**config.mk**
```make
export PLATFORM = sky130hd
export DESIGN_NAME = pjd_heap_mem
export DESIGN_NICKNAME = d
export VERILOG_FILES = /design/src/hdl/pjd_heap_mem.sv
export SDC_FILE = /design/constraint.sdc
export NUM_CORES = 1
export LEC_CHECK = 0
export BUFFER_PORTS_ARGS = -buffer_cell sky130_fd_sc_hd__buf_2
export CELL_PAD_IN_SITES_DETAIL_PLACEMENT = 0
export CELL_PAD_IN_SITES_GLOBAL_PLACEMENT = 1
export CORE_ASPECT_RATIO = 1.25
export CORE_MARGIN = 2
export CORE_UTILIZATION = 40
export CTS_CLUSTER_DIAMETER = 40
export DETAILED_ROUTE_END_ITERATION = 10
export GPL_TIMING_DRIVEN = 1
export PLACE_DENSITY_LB_ADDON = 0.05
export REMOVE_ABC_BUFFERS = 1
export SLEW_MARGIN = 0
export SYNTH_ARGS = -nofsm -noshare
export SYNTH_HDL_FRONTEND = slang
export SYNTH_SLANG_ARGS = --single-unit
```
**constraint.sdc**
```tcl
create_clock -name clk_i -period 4.9 [get_ports clk_i]
set_input_delay 0.245 -clock clk_i [delete_from_list [all_inputs] [get_ports clk_i]]
set_output_delay 0.245 -clock clk_i [all_outputs]
set_load 0.02 [all_outputs]
```
**src/hdl/pjd_heap_mem.sv**
```systemverilog
// synchronous single-port-write, one-read memory with registered read data
module pjd_heap_mem #(
  parameter int unsigned Depth = 64,
  parameter int unsigned Width = 8
) (
  input  logic                     clk_i,
  input  logic                     we_i,
  input  logic [$clog2(Depth)-1:0] waddr_i,
  input  logic [Width-1:0]         wdata_i,
  input  logic [$clog2(Depth)-1:0] raddr_i,
  output logic [Width-1:0]         rdata_o
);
  logic [Width-1:0] mem_q [Depth];

  always_ff @(posedge clk_i) begin
    if (we_i) begin
      mem_q[waddr_i] <= wdata_i;
    end
    rdata_o <= mem_q[raddr_i];
  end
endmodule

```
==> metrics list, run 1 <==
- Post-Route WL: between 40,000 and 50,000 um
* WHS Path Cells: 3
- Length of the first detailed-routing pass in iterations: 6
* Hold bufs inserted after CTS: 0
- Gate count of the mapped netlist: 940
* Number of violations of the max-capacitance limit: 0
- Dividing total power by cell area gives a power density of around 430 nW/um2.
* Type of the most critical hold path: input pin to register
- Highest fanout seen on the critical path: 55
* Maximum clock frequency: 0.431 GHz
- In the final layout, flip-flops and latches occupy 15,500 um2.
- Clock buffer depth: 3
- Mapped cell area: 20,200 um2
- After legalization and detailed placement, the total HPWL measured 31,000 um.
- Worst r2r src: mem_q[20][6]
- For the final routed database, the setup TNS stands at 0 ps.
* Final hold violation count: 0
* Hold path startpoint: raddr_i[5]
- Share of flip-flops with an asynchronous set or reset: 0%
* DR DRC count: 0
- Min-Delay Endpoint: rdata_o[4]
- Worst rel slew slack: 13.3%
* Syn. warnings: 0
* Die Wd: just over 200 um
- Worst-Margin Slew: 1300 ps
* EDFF count, synth: around 510
- The finished layout holds 1,706 standard cells, fillers aside.
* Global-route wire length before repair: 72,300 um
- Crit path DAT: between 2000 and 3000 ps
* Portion of synthesized cell area occupied by the leading cell type: between 70% and 80%
- Total setup violations reported at the end of the flow: 0
- The number of cells on the worst reg-to-reg path is 5.
- STA classifies the critical path endpoint as a register.
* Max VDD drop: 0.278 mV
- Total number of vias: 9,432
* Largest net degree at the start of global routing: 65
* Share of the cycle needed by the critical path after routing: 47.4%
- Summing all multi-input logic gate instances after layout gives around 4300 um2.
- I/O pin total: 30
- Buffers inserted by post-CTS timing repair: 0
- Remaining number of nets flagged by the antenna check after routing: 0
- The die covers 52,200 um2.
- Of the synthesized area, sequential elements account for 77.0%.
- CTS root buf: sky130_fd_sc_hd__clkbuf_16
* Mean number of vias per cell: roughly 5.5
- Req. time, crit path: 5380 ps
- Global placement routability congestion: about 0.73
- Layout overhead on the synthesized area: 14.3%
* H-Tree Depth: 2
- Count of pins over their slew limit: 0
* Crit path time final: 2320 ps
- Post-synthesis register bit count: 520
- Leakage: 7.16 nW
- Unrepaired setup endpoints after global routing: no
- Unique cell type count in the Yosys netlist: 40
- Clk pin slew, worst setup/hold paths: 60 ps
- Counting the buffers created by CTS gives 61.
- After filler insertion, the fill cell instance count of the layout stands at 4,197.
- Register-to-register path setup slack: roughly 2900 ps
- Cell accounting for the most synthesized area: sky130_fd_sc_hd__edfxtp_1
* Most frequent cell after synthesis: sky130_fd_sc_hd__edfxtp_1
* Critical Path Source Type: input pin
- After detailed routing, the average wire length per cell comes to ~30 um.
- TritonCTS clock tree: yes
- The clock net in this run drives a total of 520 sinks.
* Number of resized instances in the post-cts repair step: 0
- Between clock sinks in the finished design, the worst skew comes to between 20 and 25 ps.
* Source-to-sink clock delay at the later pin of the worst-skew pair: 620 ps
- Total routing usage reported by global routing: 19.7%
- Number of DRC markers in iteration 0: 588
* Die Span Y: around 260 um
- The critical path in this run is classified as input pin to register.
* Top cell types by occurrence after synthesis: sky130_fd_sc_hd__edfxtp_1 (512), sky130_fd_sc_hd__mux4_2 (126), sky130_fd_sc_hd__nor2_1 (83)
* Number of rows created at floorplan: 92
* Initial antenna violation count: 1
* End of the worst register-to-register path: rdata_o[6]
* Most used flip-flop cell after synthesis: sky130_fd_sc_hd__edfxtp_1
- Once placement completed, the tool counted placed cells totaling 1,596.
- The number of antenna diodes in the final layout is 0.
- Per-instance average area after synthesis: 21.5 um2
- Run status: completed
* Area of the placeable core: 50,100 um2
- The total overflow left after global routing is 0.
- Final nets: 1,023
* Starting density of the core: 40.3%
* Layout cells sized above 1: 26.9%
- Via count of the first global-routing pass: roughly 10,000
* Count of port buffers added during placement: 29
- Largest cells by area after synthesis: sky130_fd_sc_hd__edfxtp_1 (76%), sky130_fd_sc_hd__mux4_2 (14%), sky130_fd_sc_hd__nor2_1 (1.5%)
## report_power, final
part | internal, mW | switching, mW
registers | 4.93 | 0.0185
clock network | 2.77 | 1.80
logic | 0.167 | 0.298
total | 7.86 | 2.12
## layer usage
metal / vias to the layer above / GRT usage [%] / share of wire [%]
met4: 0 / 7.25 / 3.4
met3: 79 / 4.07 / 4.9
met2: 237 / 34.2 / 52
met1: 5057 / 24.5 / 40
met5: - / 0 / 0
li1: 4059 / - / -
## how the worst max path moves through the flow
stage	startpoint	to	cells after the start
2_1_floorplan	mem_q[29][4]	rdata_o[4]	5
3_3_place_gp	raddr_i[0]	rdata_o[4]	7
3_5_place_dp	raddr_i[0]	rdata_o[4]	7
4_1_cts	raddr_i[0]	rdata_o[4]	7
5_1_grt	raddr_i[0]	rdata_o[4]	7
6_report	raddr_i[0]	rdata_o[4]	7
## cell families after synthesis
logic type / Yosys count / synth area share, %
flip-flops: 520 / 77.0
AO/OA/AOI/OAI: 54 / 2.07
multiplexers: 162 / 15.9
AND/OR/NAND/NOR: 153 / 3.39
buffers and inverters: 51 / 1.57
## cell usage in the layout, fill, tap and decap left out, drive strengths merged, types with 14 or more instances in the layout
master	n
nor2	83
edfxtp	512
mux4	126
clkbuf	71
nor2b	14
clkinv	20
nand2	19
buf	48
mux2i	23
## critical path: stages
cell	delay (ps)
sky130_fd_sc_hd__clkbuf_8	550
sky130_fd_sc_hd__buf_4	460
sky130_fd_sc_hd__mux4_2	540
sky130_fd_sc_hd__mux2_2	270
sky130_fd_sc_hd__o221a_2	280
sky130_fd_sc_hd__nor3_1	260
sky130_fd_sc_hd__o32ai_1	120
## state kept, by name, summed over array words and instances, names as in the netlist
register	flops
rdata_o	8
mem_q	512
## stage by stage
stage	power [mW]	worst slack [ps]	instance area (um2)	hold WS (ps)	util (%)
finish	9.98	2580	23100	140	46.0
global route	10.3	2410	23100	111	46.0
CTS	10.1	2510	23100	110	46.0
detailed placement	5.52	1860	21000	733	42.0
global placement	5.51	1880	21000	731	42.0
floorplan	5.23	3220	19900	344	-
## layout make-up
cell class,instances,area share (%)
clock buffers,70,6.77
clock inverters,40,2.11
multi-input cells,369,18.7
flip-flops and latches,520,67.4
well taps,658,3.57
repair buffers,49,1.45
No activity file was read; power rests on OpenSTA's default activity.
==> inputs of run 2 (changes only) <==
==> constraint.sdc (replaced) <==
create_clock -name clk_i -period 2.2 [get_ports clk_i]
set_input_delay 0.11 -clock clk_i [delete_from_list [all_inputs] [get_ports clk_i]]
set_output_delay 0.11 -clock clk_i [all_outputs]
set_load 0.02 [all_outputs]
==> run 2 against run 1 <==
Compared with the run above:
- die area did not move
- clock skew grew 0.76 ps
- cell count rose by 7.0%
- routed wire length shrank 0.12%
- setup slack got worse by 2500 ps
- via count increased by 4.1%
- sequential cell count is the same
- clock power increased by 130%
- total power increased by 130%
- critical endpoint is now rdata_o[7]
- combinational power increased by 150%
- final area grew 4.9%
- count of clock-buffer cells in the layout up 13
==> metrics list, run 2 (synthesized netlist as in run 1, its figures left out) <==
- The required time at the worst-slack endpoint was 2650 ps (was 5380 ps).
- The type of the setup path with the least slack was register to register (was input pin to register).
* Worst Clk Skew: 22.9 ps (was 22.2 ps)
- WL per Instance: 27.2 um (was 29.2 um)
* TritonCTS clock tree: yes (unchanged)
- The capture point of the critical path is rdata_o[7] (was rdata_o[4]).
- The estimated wirelength of the detail-placed design is 33,000 um (was 31,000 um).
- The cell at the slowest stage of the critical path is sky130_fd_sc_hd__mux4_2 (was sky130_fd_sc_hd__clkbuf_8).
* Global placement routability congestion: 0.770 (was 0.731)
- Final nets: 1,138 (was 1,023)
- The final non-filler cell total was 1,826 (was 1,706).
- The clock slew seen by the registers of the worst setup and hold paths was 50 ps (was 60 ps).
* Total number of vias: 9,816 (was 9,432)
- The largest delay contributor family on the critical path was multiplexers (was buffers and inverters).
* Critical Path Source Type: register (was input pin)
* Number of rows created at floorplan: 92 (unchanged)
* Via count of the first global-routing pass: 10,600 (was 10,200)
* I/O pin total: 30 (unchanged)
- The critical-path maximum fanout came to 1 (was 55).
- Leakage: 7.85 nW (was 7.16 nW)
- The instance area after placement came to 22,000 um2 (was 21,000 um2).
- Leading registers by flop count: mem_q x512, rdata_o x8 (unchanged).
- Buffers inserted by post-CTS timing repair: 0 (unchanged)
- Worst rel slew slack: 53.6% (was 13.3%)
- The number of clock buffers inserted by TritonCTS is 67 (was 61).
* Startpoint of the most critical setup path: mem_q[38][7] (was raddr_i[0])
* Source-to-sink clock delay at the later pin of the worst-skew pair: 600 ps (was 620 ps)
- The transition at the pin with the smallest max-transition slack was 694 ps (was 1300 ps).
* Length of the first detailed-routing pass in iterations: 4 (was 6)
- Most used cells in the layout excluding fill and tap cells: sky130_fd_sc_hd__edfxtp_1 (512), sky130_fd_sc_hd__mux4_2 (126), sky130_fd_sc_hd__buf_4 (113), sky130_fd_sc_hd__nor2_1 (83), sky130_fd_sc_hd__clkbuf_16 (69) (was sky130_fd_sc_hd__edfxtp_1 (512), sky130_fd_sc_hd__mux4_2 (126), sky130_fd_sc_hd__nor2_1 (83), sky130_fd_sc_hd__clkbuf_16 (61), sky130_fd_sc_hd__buf_2 (26))
- Placed cell count: 1,704 (was 1,596)
- Remaining number of nets flagged by the antenna check after routing: 0 (unchanged)
- Routed length on met1: 19,900 um (was 20,000 um)
- The maximum number of pins on one net before global-route repair is 65 (unchanged).
* Total setup violations reported at the end of the flow: 0 (unchanged)
- Most frequent CP cell: sky130_fd_sc_hd__mux4_2
- The initial antenna violation count was 0 (was 1).
- Die Wd: 205 um (unchanged)
- The number of antenna cells inserted was 0 (unchanged).
- Top metal layer carrying routed signals: met4 (unchanged)
- The total detailed-routing wirelength was 49,700 um (about the same).
* Max reg flops: 512 (unchanged)
- The cell area after layout came to 24,200 um2 (was 23,100 um2).
- Cell-by-cell listing of the critical path: mux4_2 > mux4_2 > o21ai_0 > nand2_1 (was clkbuf_8 > buf_4 > mux4_2 > mux2_2 > o221a_2 > nor3_1 > o32ai_1).
- Crit path DAT: 2560 ps (was 2800 ps)
* Crit path time final: roughly 2100 ps
- Maximum clock frequency: about 0.47 GHz
* FF-to-FF path depth: 4 (was 5)
- Share of the cycle needed by the critical path after routing: 96.2%
* Met2 WL: 26,700 um (was 25,700 um)
- The wire length of the first global-routing pass is 72,400 um (was 72,300 um).
* Worst hold slack: 20.3 ps (was 140 ps)
* Element type at the critical path end: register (unchanged)
- DR DRC count: 0 (unchanged)
* Worst r2r src: mem_q[38][7] (was mem_q[20][6])
- The aggregate global-route resource usage is 19.8% (was 19.7%).
- The path type of the worst min-delay path is input pin to register (unchanged).
- Starting density of the core: 40.3% (unchanged)
- PD cells: 937 nW/um2 (was 433 nW/um2)
* Count of port buffers added during placement: 29 (unchanged)
* Commonest non-fill, non-tap cell in the layout: sky130_fd_sc_hd__edfxtp_1 (unchanged)
- The worst flop-to-flop path endpoint was rdata_o[7] (was rdata_o[6]).
- Unrepaired setup endpoints after global routing: no (unchanged).
- The floorplan die area is 52,200 um2 (unchanged).
* Register-to-register path setup slack: 80 ps (was 2910 ps)
* Slowest Stage Delay on Critical Path: 520 ps (was 550 ps)
- The max-capacitance violation count was 0 (unchanged).
- Crit path depth: 4 (was 7)
- The max-slew violation count was 0 (unchanged).
* Run status: completed (unchanged)
- Final hold violation count: 0 (unchanged)
* Largest register by flop count: mem_q (unchanged)
- H-Tree Depth: 3 (was 2)
- The sum of internal, switching and leakage power was 22.6 mW (was 9.98 mW).
- The buffer type at the clock tree root was sky130_fd_sc_hd__clkbuf_16 (unchanged).
- The peak supply drop came to 0.633 mV (was 0.278 mV).
* Die Span Y: 255 um (unchanged)
- Clock sinks: 520 (unchanged)
- The area of the core is 50,100 um2 (unchanged).
- The fraction of layout cells with a size suffix above 1 was 34.3% (was 26.9%).
- Buf/Inv on CP: 0 (was 2)
* Final TNS setup: 0 ps (unchanged)
- The total grt overflow is 0 (unchanged).
- Layout overhead on the synthesized area: 19.9% (was 14.3%)
* Routed length on met3: 1940 um (was 2420 um)
* Number of DRC markers in iteration 0: 709 (was 588)
- The post-detailed-route via-to-cell ratio came to 5.38 (was 5.53).
* Clock buffer depth: 3 (unchanged)
[run 2: worst min path at each step]
stage                     startpoint      endpoint  slack [ps]  cells after the start
after global routing      wdata_i[7]  mem_q[63][7]          40                      2
after floorplan           wdata_i[0]   mem_q[0][0]         210                      0
after global placement    rdata_o[7]    rdata_o[7]         550                      1
after detailed placement  rdata_o[7]    rdata_o[7]         540                      1
final                     wdata_i[5]  mem_q[17][5]          20                      1
after CTS                 wdata_i[5]  mem_q[17][5]           7                      1
[run 2: stage by stage]
step / worst slack, ps / util, %
finish: 83.9 / 48.3
floorplan: 516 / -
detailed placement: -249 / 43.9
CTS: 73.7 / 48.3
global placement: -280 / 43.9
global route: 14.8 / 48.3
[run 2: layout make-up]
class	instances	area, um2
Fill cell	4150	25900
Sequential cell	520	15500
Tap cell	658	823
Timing Repair Buffer	158	1340
Multi-Input combinational cell	369	4320
Clock buffer	83	1790
Clock inverter	38	373
[run 2: timing repair]
item | in CTS | in global routing
hold endpoints to repair | 5 | 0
hold buffers | 1 | 0
setup endpoints to repair | 1 | 0
resized for setup | 1 | 0
[run 2: layer usage]
metal | vias up | track usage [%]
met3 | 63 | 3.02
met1 | 5228 | 24.3
li1 | 4299 | -
met5 | - | 0
met2 | 226 | 35.6
met4 | 0 | 6.83
[run 2: power breakdown]
| part | leakage, nW | internal, mW | switching [mW] |
|---|---|---|---|
| registers | 4.67 | 11.0 | 0.0358 |
| clock network | 1.05 | 6.26 | 4.23 |
| logic | 2.13 | 0.472 | 0.686 |
| total | 7.85 | 17.7 | 4.95 |
==> inputs of run 3 (changes only) <==
--- a/config.mk
+++ b/config.mk
@@ -14,6 +14,7 @@
 export CTS_CLUSTER_DIAMETER = 40
 export DETAILED_ROUTE_END_ITERATION = 10
 export GPL_TIMING_DRIVEN = 1
+export MAX_ROUTING_LAYER = met4
 export PLACE_DENSITY_LB_ADDON = 0.05
 export REMOVE_ABC_BUFFERS = 1
 export SLEW_MARGIN = 0
==> run 3 against run 2 <==
Compared with the run above:
- non-clock buffer count unchanged
- sequential cell count stayed put
- combinational power hardly changed
- die area stayed put
- core utilization unchanged
- highest routed layer unchanged
==> metrics list, run 3 (synthesized netlist as in run 1, its figures left out) <==
* Run status: completed (unchanged)
- The aggregate global-route resource usage was 20.4% (was 19.8%).
- Commonest non-fill, non-tap cell in the layout: sky130_fd_sc_hd__edfxtp_1 (unchanged)
- The type of the setup path with the least slack was register to register (unchanged).
- CTS Buf Count: 67 (unchanged)
* Footprint of the multi-input gates: 4320 um2 (unchanged)
- The fraction of power consumed by sequential logic came to 48.6% (about the same).
- The cell internal power dissipation is 17.7 mW (about the same).
* Length of the first detailed-routing pass in iterations: 5 (was 4)
* Worst-Margin Slew: 658 ps (was 694 ps)
- The net count reported at finish came to 1,138 (unchanged).
- Maximum clock frequency: 0.479 GHz (was 0.473 GHz)
* Mean number of vias per cell: 5.38 (about the same)
* Top metal layer carrying routed signals: met4 (unchanged)
- The area of the core was 50,100 um2 (unchanged).
- Count of port buffers added during placement: 29 (unchanged)
* I/O pin total: 30 (unchanged)
* Routed length on met1: 19,800 um (was 19,900 um)
- The cell area after layout is 24,200 um2 (unchanged).
* H-Tree Depth: 3 (unchanged)
- Half-perimeter wire length of the detailed placement result: 33,000 um (unchanged)
- Number of violations of the max-capacitance limit: 0 (unchanged)
- Die footprint: 52,200 um2 (unchanged)
- The area used by sequential logic in the layout is 15,500 um2 (unchanged).
- Psw: 4.96 mW (was 4.95 mW)
- CTS root buf: sky130_fd_sc_hd__clkbuf_16 (unchanged)
- The detailed-routed wire length on met2 was 26,500 um (was 26,700 um).
- Die Span Y: 255 um (unchanged)
- Largest net degree at the start of global routing: 65 (unchanged)
- Unrepaired setup endpoints after global routing: no (unchanged)
- Share of the cycle needed by the critical path after routing: 95.0% (was 96.2%)
- The initial antenna violation count was 0 (unchanged).
- Global-route wire length before repair: 72,400 um (about the same)
- The shortest period the worst path allows came to 2090 ps (was 2120 ps).
- Max VDD drop: 0.626 mV (was 0.633 mV)
* Layout cells sized above 1: 34.3% (unchanged)
- The total clock sinks is 520 (unchanged).
- Die Wd: 205 um (unchanged)
- The TritonCTS clock tree is yes (unchanged).
* Remaining number of nets flagged by the antenna check after routing: 0 (unchanged)
* Leakage: 7.85 nW (unchanged)
* Starting density of the core: 40.3% (unchanged)
- The setup clock skew after layout is 21.0 ps (was 22.9 ps).
- The clock slew seen by the registers of the worst setup and hold paths is 60 ps (was 50 ps).
* Cell Area, Placed: 22,000 um2 (unchanged)
- Count of pins over their slew limit: 0 (unchanged)
- Most used cells in the layout excluding fill and tap cells: sky130_fd_sc_hd__edfxtp_1 (512), sky130_fd_sc_hd__mux4_2 (126), sky130_fd_sc_hd__buf_4 (113), sky130_fd_sc_hd__nor2_1 (83), sky130_fd_sc_hd__clkbuf_16 (69) (unchanged)
- Buffers inserted by post-CTS timing repair: 0 (unchanged)
* Number of rows created at floorplan: 92 (unchanged)
* WL per Instance: 27.2 um (about the same)
- PD cells: 937 nW/um2 (about the same)
- The routability congestion estimate was 0.780 (was 0.770).
- The path type of the worst min-delay path is input pin to register (unchanged).
- Routed length on met3: 2150 um (was 1940 um)
- Sw Share: 21.9% (was 21.8%)
* Critical Path Source Type: register (unchanged)
- Clock buffer depth: 3 (unchanged)
* Number of DRC markers in iteration 0: 707 (was 709)
* Max reg flops: 512 (unchanged)
- Total setup violations reported at the end of the flow: 0 (unchanged)
- The worst-case headroom to the max-slew limit is 55.0% (was 53.6%).
* Clock network power share: 46.3% (about the same)
- Element type at the critical path end: register (unchanged)
* Ant. Diodes: 0 (unchanged)
- Leading registers by flop count: mem_q x512, rdata_o x8 (unchanged).
- The total detailed-routing wirelength was 49,600 um (was 49,700 um).
* Count of filler cells inserted in the layout: 4,150 (unchanged)
- Congestion Overflow GR: 0 (unchanged)
- Layout overhead on the synthesized area: 19.9% (unchanged)
* Source-to-sink clock delay at the later pin of the worst-skew pair: 600 ps (about the same)
- Largest register by flop count: mem_q (unchanged)
- Relative contribution of combinational cells to total power: 5.1% (about the same)
- Crit path DAT: 2540 ps (was 2560 ps)
* Highest fanout seen on the critical path: 1 (unchanged)
- The via count of the first global-routing pass is 10,700 (was 10,600).
- Req. time, crit path: 2650 ps (about the same)
* DR DRC count: 0 (unchanged)
- Final hold violation count: 0 (unchanged)
* Final TNS setup: 0 ps (unchanged)
* Total number of vias: 9,821 (was 9,816)
==> run 3: repair_timing <==
item	CTS	global route
setup endpoints to repair	1	0
gates resized for setup	1	0
hold buffers	1	0
endpoints found under the hold margin	5	0
==> run 3: cell type report <==
cell class              instances  area share [%]
clock buffers                  83            7.40
clock inverters                38            1.54
multi-input cells             369            17.9
flip-flops and latches        520            64.2
well taps                     658            3.40
repair buffers                158            5.55
==> run 3: worst max-delay path, cell delays in order (launching register included) <==
cell                       delay, ps
sky130_fd_sc_hd__edfxtp_1        360
sky130_fd_sc_hd__mux4_2          510
sky130_fd_sc_hd__mux4_2          510
sky130_fd_sc_hd__o21ai_0         470
sky130_fd_sc_hd__nand2_1          90
==> run 3: per-layer routing <==
metal / GRT usage [%] / up-vias
met2: 35.5 / 229
met3: 2.98 / 62
met1: 24.4 / 5231
li1: - / 4299
met4: 6.79 / 0
met5: - / -
==> run 3: through the flow <==
| stage | power, mW | hold WS (ps) | setup slack [ps] | utilization (%) | instances |
|---|---|---|---|---|---|
| finish | 22.7 | 21.5 | 110 | 48.3 | 1826 |
| global route | 23.4 | 36.4 | 14.8 | 48.3 | 1826 |
| CTS | 23.0 | 7.41 | 73.7 | 48.3 | 1826 |
| detailed placement | 12.4 | 541 | -249 | 43.9 | 1704 |
| global placement | 12.4 | 552 | -280 | 43.9 | 1704 |
| floorplan | 11.6 | 209 | 516 | - | 889 |
==> run 3: final timing paths <==
| path | slack [ps] | end | start | cells after the start |
|---|---|---|---|---|
| min reg2reg | 890 | rdata_o[6] | mem_q[31][6] | 3 |
| max reg2reg | 110 | rdata_o[7] | mem_q[37][7] | 4 |
| max | 110 | rdata_o[7] | mem_q[37][7] | 4 |
| min | 20 | mem_q[17][5] | wdata_i[5] | 1 |
==> run 3: power groups by stage <==
stage / Clock [mW] / Combinational, mW / Sequential (mW)
6_report: 10.5 / 1.16 / 11.0
4_1_cts: 10.8 / 1.19 / 11.0
2_1_floorplan: 0 / 0.425 / 11.2
3_5_place_dp: 0 / 1.19 / 11.2
3_3_place_gp: 0 / 1.17 / 11.2
5_1_grt: 11.1 / 1.24 / 11.0
